===== config.mk =====
export PLATFORM = sky130hd
export DESIGN_NAME = uart_step_pulse_commander_unit
export DESIGN_NICKNAME = d
export VERILOG_FILES = /design/src/rtl/spc_pkg.sv /design/src/rtl/spc_frame.sv /design/src/rtl/spc_pulse.sv /design/src/rtl/uart_step_pulse_commander_unit.sv
export VERILOG_INCLUDE_DIRS = /design/src /design/src/rtl
export SDC_FILE = /design/constraint.sdc
export NUM_CORES = 1
export LEC_CHECK = 0
export BUFFER_PORTS_ARGS = -buffer_cell sky130_fd_sc_hd__clkbuf_2
export CORE_MARGIN = 2
export CORE_UTILIZATION = 53
export CTS_BUF_LIST = sky130_fd_sc_hd__clkbuf_4 sky130_fd_sc_hd__clkbuf_8
export CTS_CLUSTER_SIZE = 30
export DETAILED_ROUTE_END_ITERATION = 12
export PLACE_DENSITY = 0.74
export SLEW_MARGIN = 20
export SYNTH_ARGS = -nofsm -noshare
export SYNTH_HDL_FRONTEND = slang
export SYNTH_SLANG_ARGS = --single-unit

===== constraint.sdc =====
create_clock -name clk -period 7 [get_ports clk]
set_input_delay 1.4 -clock clk [delete_from_list [all_inputs] [get_ports clk]]
set_output_delay 1.4 -clock clk [all_outputs]
set_load 0.1 [all_outputs]

===== src/rtl/uart_step_pulse_commander_unit_macros.svh =====
// Assertion macros shared by the step pulse commander RTL.
// Expects clk and rst in the scope of the including module.
`ifndef UART_STEP_PULSE_COMMANDER_UNIT_MACROS_SVH
`define UART_STEP_PULSE_COMMANDER_UNIT_MACROS_SVH

// Check a property that holds in the same cycle.
`define SPC_ASSERT_NOW(lbl, prop, msg) \
  lbl: assert property (@(posedge clk) disable iff (rst) (prop)) else $error(msg);

// Check a consequence in the cycle after the antecedent.
`define SPC_ASSERT_NEXT(lbl, ante, cons, msg) \
  lbl: assert property (@(posedge clk) disable iff (rst) (ante) |=> (cons)) else $error(msg);

`endif


===== src/rtl/spc_pkg.sv =====
// Types and constants for the step pulse commander.
// No dependencies.
package spc_pkg;

  localparam int unsigned FRAME_BYTES = 9;
  localparam int unsigned STORE_DEPTH = FRAME_BYTES - 1;

  localparam logic ACT_BYTE = 1'b0;
  localparam logic ACT_TICK = 1'b1;

  localparam logic [1:0] REPLY_NONE = 2'd0;
  localparam logic [1:0] REPLY_ECHO = 2'd1;
  localparam logic [1:0] REPLY_CW   = 2'd2;
  localparam logic [1:0] REPLY_CCW  = 2'd3;

  localparam logic [15:0] TIMEOUT_RESET    = 16'd1000;
  localparam logic [13:0] STEP_COUNT_RESET = 14'd9;
  localparam logic [13:0] HALF_PERIOD_RESET = 14'd100;

  localparam logic [71:0] PAT_START  = "SSMCSTART";
  localparam logic [71:0] PAT_DIR_CW  = "SSMSETDR-";
  localparam logic [71:0] PAT_DIR_CCW = "SSMSETDR+";
  localparam logic [39:0] PAT_SETSP  = "SETSP";
  localparam logic [39:0] PAT_SETDL  = "SETDL";

  localparam logic [7:0] CHAR_ZERO = "0";
  localparam logic [7:0] CHAR_NINE = "9";

  typedef enum logic [2:0] {
    CMD_NONE,
    CMD_START,
    CMD_STEPS,
    CMD_DELAY,
    CMD_CW,
    CMD_CCW
  } cmd_code_t;

  typedef struct packed {
    cmd_code_t   code;
    logic [13:0] value;
  } cmd_t;

  typedef struct packed {
    logic        pin_level;
    logic [1:0]  reply;
    logic        busy;
    logic [13:0] step_setting;
    logic [13:0] delay_setting;
  } res_t;

endpackage


===== src/rtl/spc_frame.sv =====
// Frame assembler: byte store, byte count, receive timeout and command decode.
// Depends on spc_pkg and the assertion macro header.
`include "uart_step_pulse_commander_unit_macros.svh"

module spc_frame
  import spc_pkg::*;
(
  input  logic        clk,
  input  logic        rst,
  input  logic        step,
  input  logic        action,
  input  logic [7:0]  rx_byte,
  input  logic        run_active,
  input  logic [15:0] frame_timeout,
  output cmd_t        cmd
);

  localparam logic [3:0] LAST_IDX = 4'(FRAME_BYTES - 1);

  logic [7:0]  frame_store [STORE_DEPTH];
  logic [3:0]  byte_count;
  logic [3:0]  byte_count_next;
  logic [15:0] receive_timer;
  logic [15:0] receive_timer_next;
  logic [15:0] timer_sum;
  logic        take_byte;
  logic        take_tick;
  logic        complete;
  logic [71:0] frame;
  logic        digits_ok;
  logic [13:0] number;

  assign take_byte = step && action == ACT_BYTE && !run_active;
  assign take_tick = step && action == ACT_TICK && !run_active && byte_count != 4'd0;
  assign complete  = take_byte && byte_count == LAST_IDX;
  assign timer_sum = receive_timer + 16'd1;

  always_comb begin
    byte_count_next    = byte_count;
    receive_timer_next = receive_timer;
    if (take_byte) begin
      if (complete) begin
        byte_count_next    = 4'd0;
        receive_timer_next = 16'd0;
      end else begin
        byte_count_next = byte_count + 4'd1;
      end
    end else if (take_tick) begin
      if (timer_sum >= frame_timeout) begin
        byte_count_next    = 4'd0;
        receive_timer_next = 16'd0;
      end else begin
        receive_timer_next = timer_sum;
      end
    end
  end

  always_ff @(posedge clk) begin
    if (rst) begin
      byte_count    <= 4'd0;
      receive_timer <= 16'd0;
    end else begin
      byte_count    <= byte_count_next;
      receive_timer <= receive_timer_next;
    end
  end

  always_ff @(posedge clk) begin
    if (take_byte && !complete) begin
      frame_store[byte_count[2:0]] <= rx_byte;
    end
  end

  assign frame = {frame_store[0], frame_store[1], frame_store[2], frame_store[3],
                  frame_store[4], frame_store[5], frame_store[6], frame_store[7],
                  rx_byte};

  always_comb begin
    digits_ok = 1'b1;
    for (int i = 0; i < 4; i++) begin
      if (frame[i*8 +: 8] < CHAR_ZERO || frame[i*8 +: 8] > CHAR_NINE) begin
        digits_ok = 1'b0;
      end
    end
  end

  assign number = 14'(frame[27:24]) * 14'd1000 + 14'(frame[19:16]) * 14'd100
                + 14'(frame[11:8]) * 14'd10 + 14'(frame[3:0]);

  always_comb begin
    cmd.code  = CMD_NONE;
    cmd.value = number;
    if (complete) begin
      if (frame == PAT_START) begin
        cmd.code = CMD_START;
      end else if (frame[71:32] == PAT_SETSP) begin
        cmd.code = digits_ok ? CMD_STEPS : CMD_NONE;
      end else if (frame[71:32] == PAT_SETDL) begin
        cmd.code = digits_ok ? CMD_DELAY : CMD_NONE;
      end else if (frame == PAT_DIR_CW) begin
        cmd.code = CMD_CW;
      end else if (frame == PAT_DIR_CCW) begin
        cmd.code = CMD_CCW;
      end
    end
  end

  `SPC_ASSERT_NOW(a_count_range, byte_count <= LAST_IDX, "byte count past frame end")
  `SPC_ASSERT_NOW(a_timer_idle, byte_count != 4'd0 || receive_timer == 16'd0,
                  "receive timer running with no partial frame")

endmodule


===== src/rtl/spc_pulse.sv =====
// Settings, pulse run sequencer and pin driver; builds the result of each item.
// Depends on spc_pkg and the assertion macro header.
`include "uart_step_pulse_commander_unit_macros.svh"

module spc_pulse
  import spc_pkg::*;
(
  input  logic clk,
  input  logic rst,
  input  logic step,
  input  logic action,
  input  cmd_t cmd,
  output logic run_active,
  output res_t res
);

  logic [13:0] step_count;
  logic [13:0] step_count_next;
  logic [13:0] half_period;
  logic [13:0] half_period_next;
  logic [13:0] pulses_left;
  logic [13:0] pulses_left_next;
  logic [13:0] phase_timer;
  logic [13:0] phase_timer_next;
  logic        pulse_phase;
  logic        pulse_phase_next;
  logic        pin_state;
  logic        pin_state_next;
  logic [1:0]  reply_next;
  logic [13:0] tick_sum;
  logic [13:0] eff_period;

  assign run_active = pulses_left != 14'd0;
  assign tick_sum   = phase_timer + 14'd1;
  assign eff_period = (half_period == 14'd0) ? 14'd1 : half_period;

  always_comb begin
    step_count_next  = step_count;
    half_period_next = half_period;
    pulses_left_next = pulses_left;
    phase_timer_next = phase_timer;
    pulse_phase_next = pulse_phase;
    pin_state_next   = pin_state;
    reply_next       = REPLY_NONE;
    if (step && action == ACT_TICK && run_active) begin
      if (tick_sum < eff_period) begin
        phase_timer_next = tick_sum;
      end else begin
        phase_timer_next = 14'd0;
        if (!pulse_phase) begin
          pulse_phase_next = 1'b1;
          pin_state_next   = 1'b1;
        end else begin
          pulses_left_next = pulses_left - 14'd1;
          pulse_phase_next = 1'b0;
          if (pulses_left != 14'd1) begin
            pin_state_next = 1'b0;
          end
        end
      end
    end
    unique case (cmd.code)
      CMD_START: begin
        if (step_count != 14'd0) begin
          pulses_left_next = step_count;
          pulse_phase_next = 1'b0;
          phase_timer_next = 14'd0;
          pin_state_next   = 1'b0;
        end
      end
      CMD_STEPS: begin
        step_count_next = cmd.value;
        reply_next      = REPLY_ECHO;
      end
      CMD_DELAY: begin
        half_period_next = cmd.value;
        reply_next       = REPLY_ECHO;
      end
      CMD_CW: begin
        pin_state_next = 1'b1;
        reply_next     = REPLY_CW;
      end
      CMD_CCW: begin
        pin_state_next = 1'b0;
        reply_next     = REPLY_CCW;
      end
      default: begin
      end
    endcase
  end

  always_ff @(posedge clk) begin
    if (rst) begin
      step_count  <= STEP_COUNT_RESET;
      half_period <= HALF_PERIOD_RESET;
      pulses_left <= 14'd0;
      phase_timer <= 14'd0;
      pulse_phase <= 1'b0;
      pin_state   <= 1'b0;
    end else begin
      step_count  <= step_count_next;
      half_period <= half_period_next;
      pulses_left <= pulses_left_next;
      phase_timer <= phase_timer_next;
      pulse_phase <= pulse_phase_next;
      pin_state   <= pin_state_next;
    end
  end

  assign res.pin_level     = pin_state_next;
  assign res.reply         = reply_next;
  assign res.busy          = pulses_left_next != 14'd0;
  assign res.step_setting  = step_count_next;
  assign res.delay_setting = half_period_next;

  `SPC_ASSERT_NOW(a_no_decode_in_run, cmd.code == CMD_NONE || !run_active,
                  "frame decoded during a pulse run")
  `SPC_ASSERT_NOW(a_high_phase_pin, !pulse_phase || pin_state,
                  "pin low during high half period")
  `SPC_ASSERT_NEXT(a_run_holds, run_active && !(step && action == ACT_TICK),
                   pulses_left == $past(pulses_left), "pulse count moved without a tick")

endmodule


===== src/rtl/uart_step_pulse_commander_unit.sv =====
// Step pulse commander top level: input and result registers, timeout register.
// Depends on spc_pkg, spc_frame and spc_pulse.
//
// Usage
//   Input channel (in_valid/in_stall): action 0 carries one received UART byte
//   in rx_byte, action 1 is one millisecond tick. Each input transaction yields
//   exactly one result transaction on the output channel (out_valid/out_stall)
//   carrying pin level, reply code, busy flag and both stored settings.
//   Configuration channel (cfg_valid/cfg_ready/cfg_data) writes the frame
//   timeout in ticks; cfg_ready is always high. Write it only while idle.
// Flow and throughput
//   An item is captured in the input register and processed in a single pass
//   into the result register, which raises out_valid. One item per cycle is
//   sustained while out_stall holds no waiting result; the per-item state
//   update is one pass of frame compare, digit conversion and phase counter logic.
// Reset
//   Synchronous: both registers empty, timeout 1000, step count 9, half period
//   100, no run, pin low, no partial frame.
// Stall
//   While out_stall holds a waiting result, the input register holds its item
//   and in_stall rises once that register is full.
module uart_step_pulse_commander_unit
  import spc_pkg::*;
(
  input  logic        clk,
  input  logic        rst,
  input  logic        in_valid,
  output logic        in_stall,
  input  logic        action,
  input  logic [7:0]  rx_byte,
  output logic        out_valid,
  input  logic        out_stall,
  output logic        pin_level,
  output logic [1:0]  reply,
  output logic        busy_res,
  output logic [13:0] step_setting,
  output logic [13:0] delay_setting,
  input  logic        cfg_valid,
  output logic        cfg_ready,
  input  logic [15:0] cfg_data
);

  logic        hold_valid;
  logic        hold_action;
  logic [7:0]  hold_byte;
  logic        advance;
  logic        step;
  logic [15:0] frame_timeout;
  logic        run_active;
  cmd_t        cmd;
  res_t        res;

  assign advance   = !(out_valid && out_stall);
  assign step      = hold_valid && advance;
  assign in_stall  = hold_valid && !advance;
  assign cfg_ready = 1'b1;

  always_ff @(posedge clk) begin
    if (rst) begin
      hold_valid    <= 1'b0;
      out_valid     <= 1'b0;
      frame_timeout <= TIMEOUT_RESET;
    end else begin
      if (!in_stall) begin
        hold_valid <= in_valid;
      end
      if (advance) begin
        out_valid <= hold_valid;
      end
      if (cfg_valid && cfg_ready) begin
        frame_timeout <= cfg_data;
      end
    end
  end

  always_ff @(posedge clk) begin
    if (in_valid && !in_stall) begin
      hold_action <= action;
      hold_byte   <= rx_byte;
    end
    if (step) begin
      pin_level     <= res.pin_level;
      reply         <= res.reply;
      busy_res      <= res.busy;
      step_setting  <= res.step_setting;
      delay_setting <= res.delay_setting;
    end
  end

  spc_frame u_frame (
    .clk           (clk),
    .rst           (rst),
    .step          (step),
    .action        (hold_action),
    .rx_byte       (hold_byte),
    .run_active    (run_active),
    .frame_timeout (frame_timeout),
    .cmd           (cmd)
  );

  spc_pulse u_pulse (
    .clk        (clk),
    .rst        (rst),
    .step       (step),
    .action     (hold_action),
    .cmd        (cmd),
    .run_active (run_active),
    .res        (res)
  );

endmodule

Yosys cells after proc, flatten, opt, wreduce, memory -nomap -nowiden
Memories as Yosys holds them, arrays and structs flattened.
Index checks and enable logic that the tools add are counted.
- flip-flop bits (word level): 137
- logic and storage cells: 129
- memory bits (writable): 64
- memories: 1
- add/sub/neg operators: 7
- bitwise operators: 1
- multiplexer cells: 46
- $lt $le $gt $ge: 10
- reduce and logical (&&, ||, !) cells: 30
- multipliers: 3
- eq/ne operators: 13
- memories (memory ; words ; width ; rd ports ; clocked after Yosys merged registers in ; write ports ; RTL line ; RTL):
    u_frame.frame_store ; 8 ; 8 ; 8 ; 0 ; 1 ; spc_frame.sv:20 ; logic [7:0] frame_store [STORE_DEPTH];
- operators by type and width (operator ; count):
    72-bit by 71-bit == test with 1-bit output (second input constant) ; 3
    14-bit 2-to-1 mux ; 12
    40-bit by 39-bit == test with 1-bit output (second input constant) ; 2
    16-bit 2-to-1 mux ; 4
    14-bit nonzero test ; 3
    8-bit by 6-bit greater-than comparator with 1-bit output (second input constant) ; 4
    8-bit by 6-bit < comparator with 1-bit output (second input constant) ; 4
    3-bit 2-to-1 mux ; 6
    16-bit by 1-bit adder with 16-bit output (second input constant) ; 1
    16-bit >= comparator ; 1
    1-bit 2-to-1 mux ; 16
    4-bit 2-to-1 mux ; 4
    14-bit by 1-bit adder with 14-bit output (second input constant) ; 1
    14-bit by 11-bit adder with 14-bit output ; 1
    14-bit by 4-bit adder with 14-bit output ; 1
    14-bit by 8-bit adder with 14-bit output ; 1
    14-bit logical NOT ; 1
    14-bit < comparator ; 1
    14-bit by 1-bit != test with 1-bit output (second input constant) ; 1
    14-bit by 1-bit subtractor with 14-bit output (second input constant) ; 1
    1-bit logical AND ; 12
    4-bit by 7-bit multiplier with 11-bit output (second input constant) ; 1
    4-bit by 5-bit multiplier with 9-bit output (second input constant) ; 1
    4-bit by 3-bit multiplier with 7-bit output (second input constant) ; 1
    other kinds (16) ; 27

Logic depth before layout (Yosys ltp)
Gate-level depths: netlist of the first run.
- word-level depth: 14
- mapped depth: 18
- gate-level depth less buffers: 18

Hierarchy
From an unflattened synthesis of the first run, not the netlist that was laid out.
- cells, all modules: 1004
- area, all modules: 11120.7 um^2
- by module, submodules not included (module ; area each (um^2) ; cells an instance ; times used ; sequential area each (um^2)):
    spc_frame ; 5741.8 ; 504 ; 1 ; 2322.2
    spc_pulse ; 3458.3 ; 395 ; 1 ; 1161.1
    uart_step_pulse_commander_unit ; 1920.6 ; 105 ; 1 ; 1591.5

Least setup slack after synthesis of the first run
OpenSTA, ideal clock, no wires.
- path kind: reg2reg
- start point: memory u_frame.frame_store[5][2]
- end point: register delay_setting[13] (data pin)
- slack: 2437 ps
- clock period less this slack: 4563 ps
- stages on the path, launching flop included: 18
- data arrival time: 4301 ps
- library setup time: 262 ps
- path buffers: 0
- cell sequence: edfxtp_1 > fa_1 > inv_1 > fa_1 > inv_1 > ha_1 > nor2b_1 > o21ai_0 > nand2b_1 > xnor2_1 > ha_1 > ha_1 > ha_1 > inv_1 > a221oi_1 > a31oi_1 > xnor2_1 > mux2_2
- RTL lines (element ; RTL line ; RTL):
    from (decl) ; spc_frame.sv:20 ;
    to (signal assigned) ; uart_step_pulse_commander_unit.sv:86 ; delay_setting <= res.delay_setting;
    to (decl) ; uart_step_pulse_commander_unit.sv:37 ; output logic [13:0] delay_setting,

==> results of run 1 <==
final timing paths:
| path | startpoint | end | slack [ps] | depth (start not counted) |
|---|---|---|---|---|
| min reg2reg | u_frame.receive_timer[15]$_SDFFE_PP0P_ | u_frame.receive_timer[15]$_SDFFE_PP0P_ | 470 | 2 |
| max reg2reg | u_frame.frame_store[5][2]$_DFFE_PP_ | u_pulse.half_period[12]$_SDFF_PP0_ | 2110 | 16 |
| max | u_frame.frame_store[5][2]$_DFFE_PP_ | u_pulse.half_period[12]$_SDFF_PP0_ | 2110 | 16 |
| min | u_frame.receive_timer[15]$_SDFFE_PP0P_ | u_frame.receive_timer[15]$_SDFFE_PP0P_ | 470 | 2 |
registers in the layout, summed over array words and instances, names as in the netlist, 2 cells and up:
| name | flops |
|---|---|
| step_setting | 14 |
| frame_timeout | 16 |
| u_pulse.pulses_left | 14 |
| u_frame.receive_timer | 16 |
| reply | 2 |
| u_frame.frame_store | 64 |
| delay_setting | 14 |
| u_pulse.step_count | 14 |
| u_frame.byte_count | 4 |
| u_pulse.half_period | 14 |
| u_pulse.phase_timer | 14 |
| hold_byte | 8 |
synthesized netlist by cell type, drive strengths merged (15+ instances only):
cell,count,area [µm²]
and2,29,181.4
xor2,33,289.0
nor2,62,240.2
edfxtp,105,3153
nand3,30,150.1
dfxtp,96,1922
nand2b,15,93.84
mux2,18,236.5
nor4,18,112.6
xnor2,35,306.5
nand2,76,287.8
and3,15,93.84
clkbuf,21,78.83
inv,85,319.1
nand4,16,100.1
nor3,24,131.4
ha,94,1176
a21oi,44,220.2
o21ai,41,205.2
fa,17,340.3
worst reg2reg max path: cells and delay by family (launching register included):
kind	cells	cell delay, ps
AO/OA/AOI/OAI	4	1170
flip-flops	1	530
AND/OR/NAND/NOR	1	150
XOR/XNOR	2	280
adder cells (fa/ha/maj)	6	2230
multiplexers	1	290
buffers and inverters	2	140
routing by layer:
layer  up-vias  GRT usage  wire [µm]
li1       3887          -          -
met1      3740     0.3089      11030
met2       222     0.3405      10550
met3        41    0.03466       1261
met4         0    0.06714        573
met5         -          0          0
logic make-up after synthesis:
| group | synth area share |
|---|---|
| multiplexers | 0.03323 |
| AND/OR/NAND/NOR | 0.1890 |
| adder cells (fa/ha/maj) | 0.1374 |
| buffers and inverters | 0.04309 |
| flip-flops | 0.4600 |
| AO/OA/AOI/OAI | 0.08290 |
| other | 0.0003399 |
| XOR/XNOR | 0.05398 |
per-stage QoR:
step | instances | area [µm²] | util
CTS | 1418 | 12350 | 0.6064
floorplan | 1047 | 11030 | -
global placement | 1356 | 11600 | 0.5698
detailed placement | 1356 | 11610 | 0.5700
global route | 1418 | 12350 | 0.6066
finish | 1418 | 12350 | 0.6066
layout make-up:
type	count	area [µm²]	share of cell area
well taps	270	337.8	0.02735
inverters	86	324.1	0.02623
flip-flops and latches	201	5075	0.4108
repair buffers	72	382.9	0.03099
clock inverters	9	98.84	0.008002
clock buffers	53	641.9	0.05196
multi-input cells	727	5493	0.4446
where the power goes:
| group | switching (mW) | internal, mW | total [mW] |
|---|---|---|---|
| clock | 0.471 | 0.661 | 1.13 |
| sequential | 0.0171 | 1.26 | 1.28 |
| combinational | 0.105 | 0.0301 | 0.135 |
| total | 0.593 | 1.95 | 2.54 |
==> results.md, run 1 <==
- Outcome: complete, no violations
- CP endpoint kind: flip-flop
- Yosys Warn Count: 0
- Number of enable flip-flop cells after synthesis: 105
- Ratio of cells with drive above 1 in the final layout: 0.1420
- Crit path max fanout: 8
- TritonCTS clock tree: built
- Synthesized Nets: 1,188
- Final Hold Vio Count: 0
- CTS sink cnt: 201
- First-pass iteration count of the detailed router: 5
- Worst slack at placement: 2107 ps
- Syn Inst Count: 1,047
- Period utilization: 0.6987
- Peak Freq: 0.2045 GHz
- Hold WC Path Type: flip-flop to flip-flop
- Initial antenna violation count: 0
- FILL cells: 1,679
- GR Util All Layers: 0.2162
- Max_cap viols: 0
- Cell family with most CP delay: adder cells
- Routability cong.: 0.8989
- Via density: 5.564
- Worst rel slew slack: 0.4139
- Vias: 7,890
- Total CTS buffers: 34
- Die width: 148.3 µm
- IO Pins: 65
- Largest net degree at the start of global routing: 47
- Most frequent CP cell: ha_1
- Deepest clock path buffer count: 3
- N_diodes: 0
- Yosys cell types: 69
- Setup crit start kind: flip-flop
- Worst vdd ir: 0.1532 mV
- DRC: 0
- Pleak: 5.092 nW
- Max incr delay on CP: 620 ps
- Worst-Skew Late Latency: 530 ps
- Synth Flop Type: edfxtp_1
- Routed WL per cell: 16.51 µm
- Worst EP required: 7420 ps
- # setup viols final: 0
- IO Port Bufs: 63
- CTS H-Tree Depth: 2
- Row count: 52
- Fin nets: 1,263
- Slowest cell on the critical path: fa_1
- #FFs+latches synth: 201
- Post-synthesis cell area: 11,030 µm²
- Seq/Total Area, Yosys: 0.4600
- Hold_ws: 466.4 ps
- Slack of the critical path: 2109 ps
- Pwr dens: 205.9 nW/µm²
- Initial Util: 0.5418
- Worst path cell trace: fa_1 -> inv_1 -> fa_1 -> inv_1 -> ha_1 -> a21oi_1 -> xnor2_1 -> ha_1 -> ha_1 -> ha_1 -> a2111oi_0 -> o31ai_1 -> a21oi_1 -> xnor2_1 -> mux2_2 -> and2_1
- Clk pin slew, worst setup/hold paths: 60 ps
- Final ANT Viol Nets: 0
- WL final: 23,420 µm
- Post-CTS Setup Repair Bufs: 0
- Max-slew violations: 0
- Fin Setup TNS: 0 ps
- Min cycle time layout: 4891 ps
- Avg Cell Area, Syn: 10.54 µm²
- Commonest non-fill, non-tap cells in the layout: 105 x edfxtp_1, 96 x dfxtp_1, 94 x ha_1
- Worst Setup Path Type: flip-flop to flip-flop
- Layout area overhead: 11.96%
- Most common cell after layout, fill and taps aside: edfxtp_1
- Clk_skew: 29.26 ps
- Final Power: 2.543 mW
- Critical path buffers and inverters: 2
- WP data arrival: 5310 ps
- Core area: 20,360 µm²
- DR iter-0 viols: 507
- First-pass GRT wire length: 38,130 µm
- RSZ-0062 raised after global routing: false
- CTS Root Cell: clkbuf_8
- Vias in the first global route: 7,540
- Grt ovf: 0
- Measured slew at the worst slew-check pin: 879.1 ps
- CTS Hold Bufs: 0
- Chip height: 148.3 µm
- CTS resizes: 0
- Final HPWL from detailed placement: 16,950 µm
- Ys async rst share: 0
- Die footprint: 21,990 µm²
Power figures use the tool's default switching activity.
==> run 2, diff against run 1 <==
==> constraint.sdc (replaced) <==
create_clock -name clk -period 4.6 [get_ports clk]
set_input_delay 0.92 -clock clk [delete_from_list [all_inputs] [get_ports clk]]
set_output_delay 0.92 -clock clk [all_outputs]
set_load 0.1 [all_outputs]
==> run 2 against run 1 <==
Effect of this change:
- hold slack improved by 9.5 ps
- cell count increased by 2.5%
- routed wire length increased by 5.8%
- via count increased by 3.4%
- combinational power increased by 62%
- design area increased by 3.3%
- global-route usage increased by 1.3 points
- critical path depth unchanged
- power increased by 53%
- sequential power increased by 52%
- critical endpoint unchanged
==> results.md, run 2 (synthesis results as in run 1) <==
- Grt ovf: 0
- First-pass GRT wire length: 40,420 µm
- Hold_ws: 475.9 ps
- Fin nets: 1,299
- Initial Util: 0.5418
- GR Util All Layers: 0.2288
- Vias: 8,157
- Worst-Skew Late Latency: 540 ps
- Die footprint: 21,990 µm²
- Clk_skew: 27.43 ps
- Worst Setup Path Type: flip-flop to flip-flop
- Most frequent CP cell: fa_1
- Final HPWL from detailed placement: 17,790 µm
- Layout area overhead: 15.68%
- Core area: 20,360 µm²
- Ratio of cells with drive above 1 in the final layout: 0.1824
- DR iter-0 viols: 685
- Slowest cell on the critical path: fa_1
- CTS H-Tree Depth: 2
- Placed Cells: 1,384
- Most common cell after layout, fill and taps aside: edfxtp_1
- Max_cap viols: 0
- Largest register FFs: 64
- Commonest non-fill, non-tap cells in the layout: 105 x edfxtp_1, 96 x dfxtp_1, 90 x ha_1
- Sw Ratio: 0.2418
- FILL cells: 1,629
- Peak Freq: 0.2221 GHz
- Setup crit start kind: flip-flop
- IO Pins: 65
- Worst slack at placement: -176.3 ps
- Worst path cell trace: buf_6 -> ha_2 -> fa_1 -> inv_2 -> fa_1 -> inv_1 -> fa_1 -> ha_4 -> ha_4 -> buf_12 -> a2111oi_4 -> o31ai_4 -> a21oi_2 -> xnor2_1 -> mux2_2 -> and2_1
- Pleak: 5.277 nW
- Via density: 5.610
- Sw power: 0.9437 mW
- Row count: 52
- Final Power: 3.902 mW
- Min cycle time layout: 4503 ps
- CTS Hold Bufs: 0
- Chip height: 148.3 µm
- Crit path max fanout: 4
- Slack of the critical path: 97.49 ps
- Final Hold Vio Count: 0
- Worst EP required: 5040 ps
- WL final: 24,780 µm
- Worst rel slew slack: 0.4537
- CP endpoint kind: flip-flop
- CTS Root Cell: clkbuf_8
- Logic pwr share: 0.056
- Period utilization: 0.9788
- IO Port Bufs: 63
- Die width: 148.3 µm
- Worst vdd ir: 0.1793 mV
- Max incr delay on CP: 570 ps
- Hold WC Path Type: flip-flop to flip-flop
- Vias in the first global route: 7,885
- # setup viols final: 0
- Max-slew violations: 0
- N_diodes: 0
- Initial antenna violation count: 0
- Deepest clock path buffer count: 3
- Clk pin slew, worst setup/hold paths: 70 ps
- Routability cong.: 0.8955
- Pwr dens: 305.7 nW/µm²
- CTS sink cnt: 201
- DRC: 0
- TritonCTS clock tree: built
- Clock share of power: 0.448
- Largest net degree at the start of global routing: 47
- Measured slew at the worst slew-check pin: 817.8 ps
- Routed WL per cell: 17.04 µm
- Reg power frac: 0.496
- First-pass iteration count of the detailed router: 6
- WP data arrival: 4940 ps
- Non-Filler Instances: 1,454
- Int Power: 2.959 mW
- Outcome: complete, no violations
- Total CTS buffers: 36
- Final ANT Viol Nets: 0
[run 2: cell count changes in the layout (fill, tap and decap cells not counted), moves of 3 or more]
cell	previous run	this run
inv_2	0	4
ha_4	0	3
nor2_2	0	3
nor2_1	61	58
o21ai_0	40	37
clkbuf_4	14	9
clkinv_2	3	6
ha_1	94	90
buf_4	9	41
inv_1	85	81
[run 2: repair_timing]
action                     CTS  global route
gates resized for setup      3            30
cloned                       0             0
pin swaps                    0            17
setup endpoints to repair    8            21
buffers inserted             2             4
[run 2: final cells by class]
cell class / instances / area (µm²) / share of cell area
Clock inverter: 15 / 135.1 / 0.01059
Timing Repair Buffer: 106 / 654.4 / 0.05127
Sequential cell: 201 / 5075 / 0.3976
Clock buffer: 49 / 618.1 / 0.04843
Multi-Input combinational cell: 727 / 5619 / 0.4403
Inverter: 86 / 324.1 / 0.02539
Tap cell: 270 / 337.8 / 0.02647
[run 2: path summary, 6_finish.rpt]
path	start	end	slack, ps	cells after the start
hold / removal	u_frame.receive_timer[15]$_SDFFE_PP0P_	u_frame.receive_timer[15]$_SDFFE_PP0P_	480	2
setup reg to reg	u_frame.frame_store[5][1]$_DFFE_PP_	u_pulse.half_period[12]$_SDFF_PP0_	100	16
setup / recovery	u_frame.frame_store[5][1]$_DFFE_PP_	u_pulse.half_period[12]$_SDFF_PP0_	100	16
hold reg to reg	u_frame.receive_timer[15]$_SDFFE_PP0P_	u_frame.receive_timer[15]$_SDFFE_PP0P_	480	2
[run 2: critical path: cells and delay by family (launching register included)]
family / cells / cell delay [ps]
AOI/OAI and AO/OA: 3 / 720
and+or+nand+nor: 1 / 170
muxes: 1 / 290
buffers and inverters: 4 / 390
xor gates and xnor gates: 1 / 90
DFF: 1 / 460
adders and majority gates: 6 / 2280
[run 2: power by group through the flow]
stage	sequential [mW]	combinational [mW]	clock [mW]
floorplan	2.06	0.0722	0
global placement	1.97	0.217	0
detailed placement	1.97	0.220	0
CTS	1.94	0.220	1.78
global route	1.94	0.234	1.86
finish	1.94	0.219	1.75
[run 2: through the flow]
step	setup TNS (ps)	util	instance area [µm²]
after floorplan	0	-	11030
after global placement	0	0.5801	11810
after detailed placement	-855.9	0.5801	11810
after CTS	0	0.6185	12590
after global routing	-258.1	0.6268	12760
final	0	0.6268	12760
[run 2: routing by layer]
| layer | part of all wire | wire (µm) | global-route usage |
|---|---|---|---|
| met3 | 0.064 | 1592 | 0.03650 |
| met1 | 0.46 | 11450 | 0.3313 |
| met4 | 0.018 | 456 | 0.06000 |
| met5 | 0 | 0 | 0 |
| met2 | 0.46 | 11280 | 0.3602 |
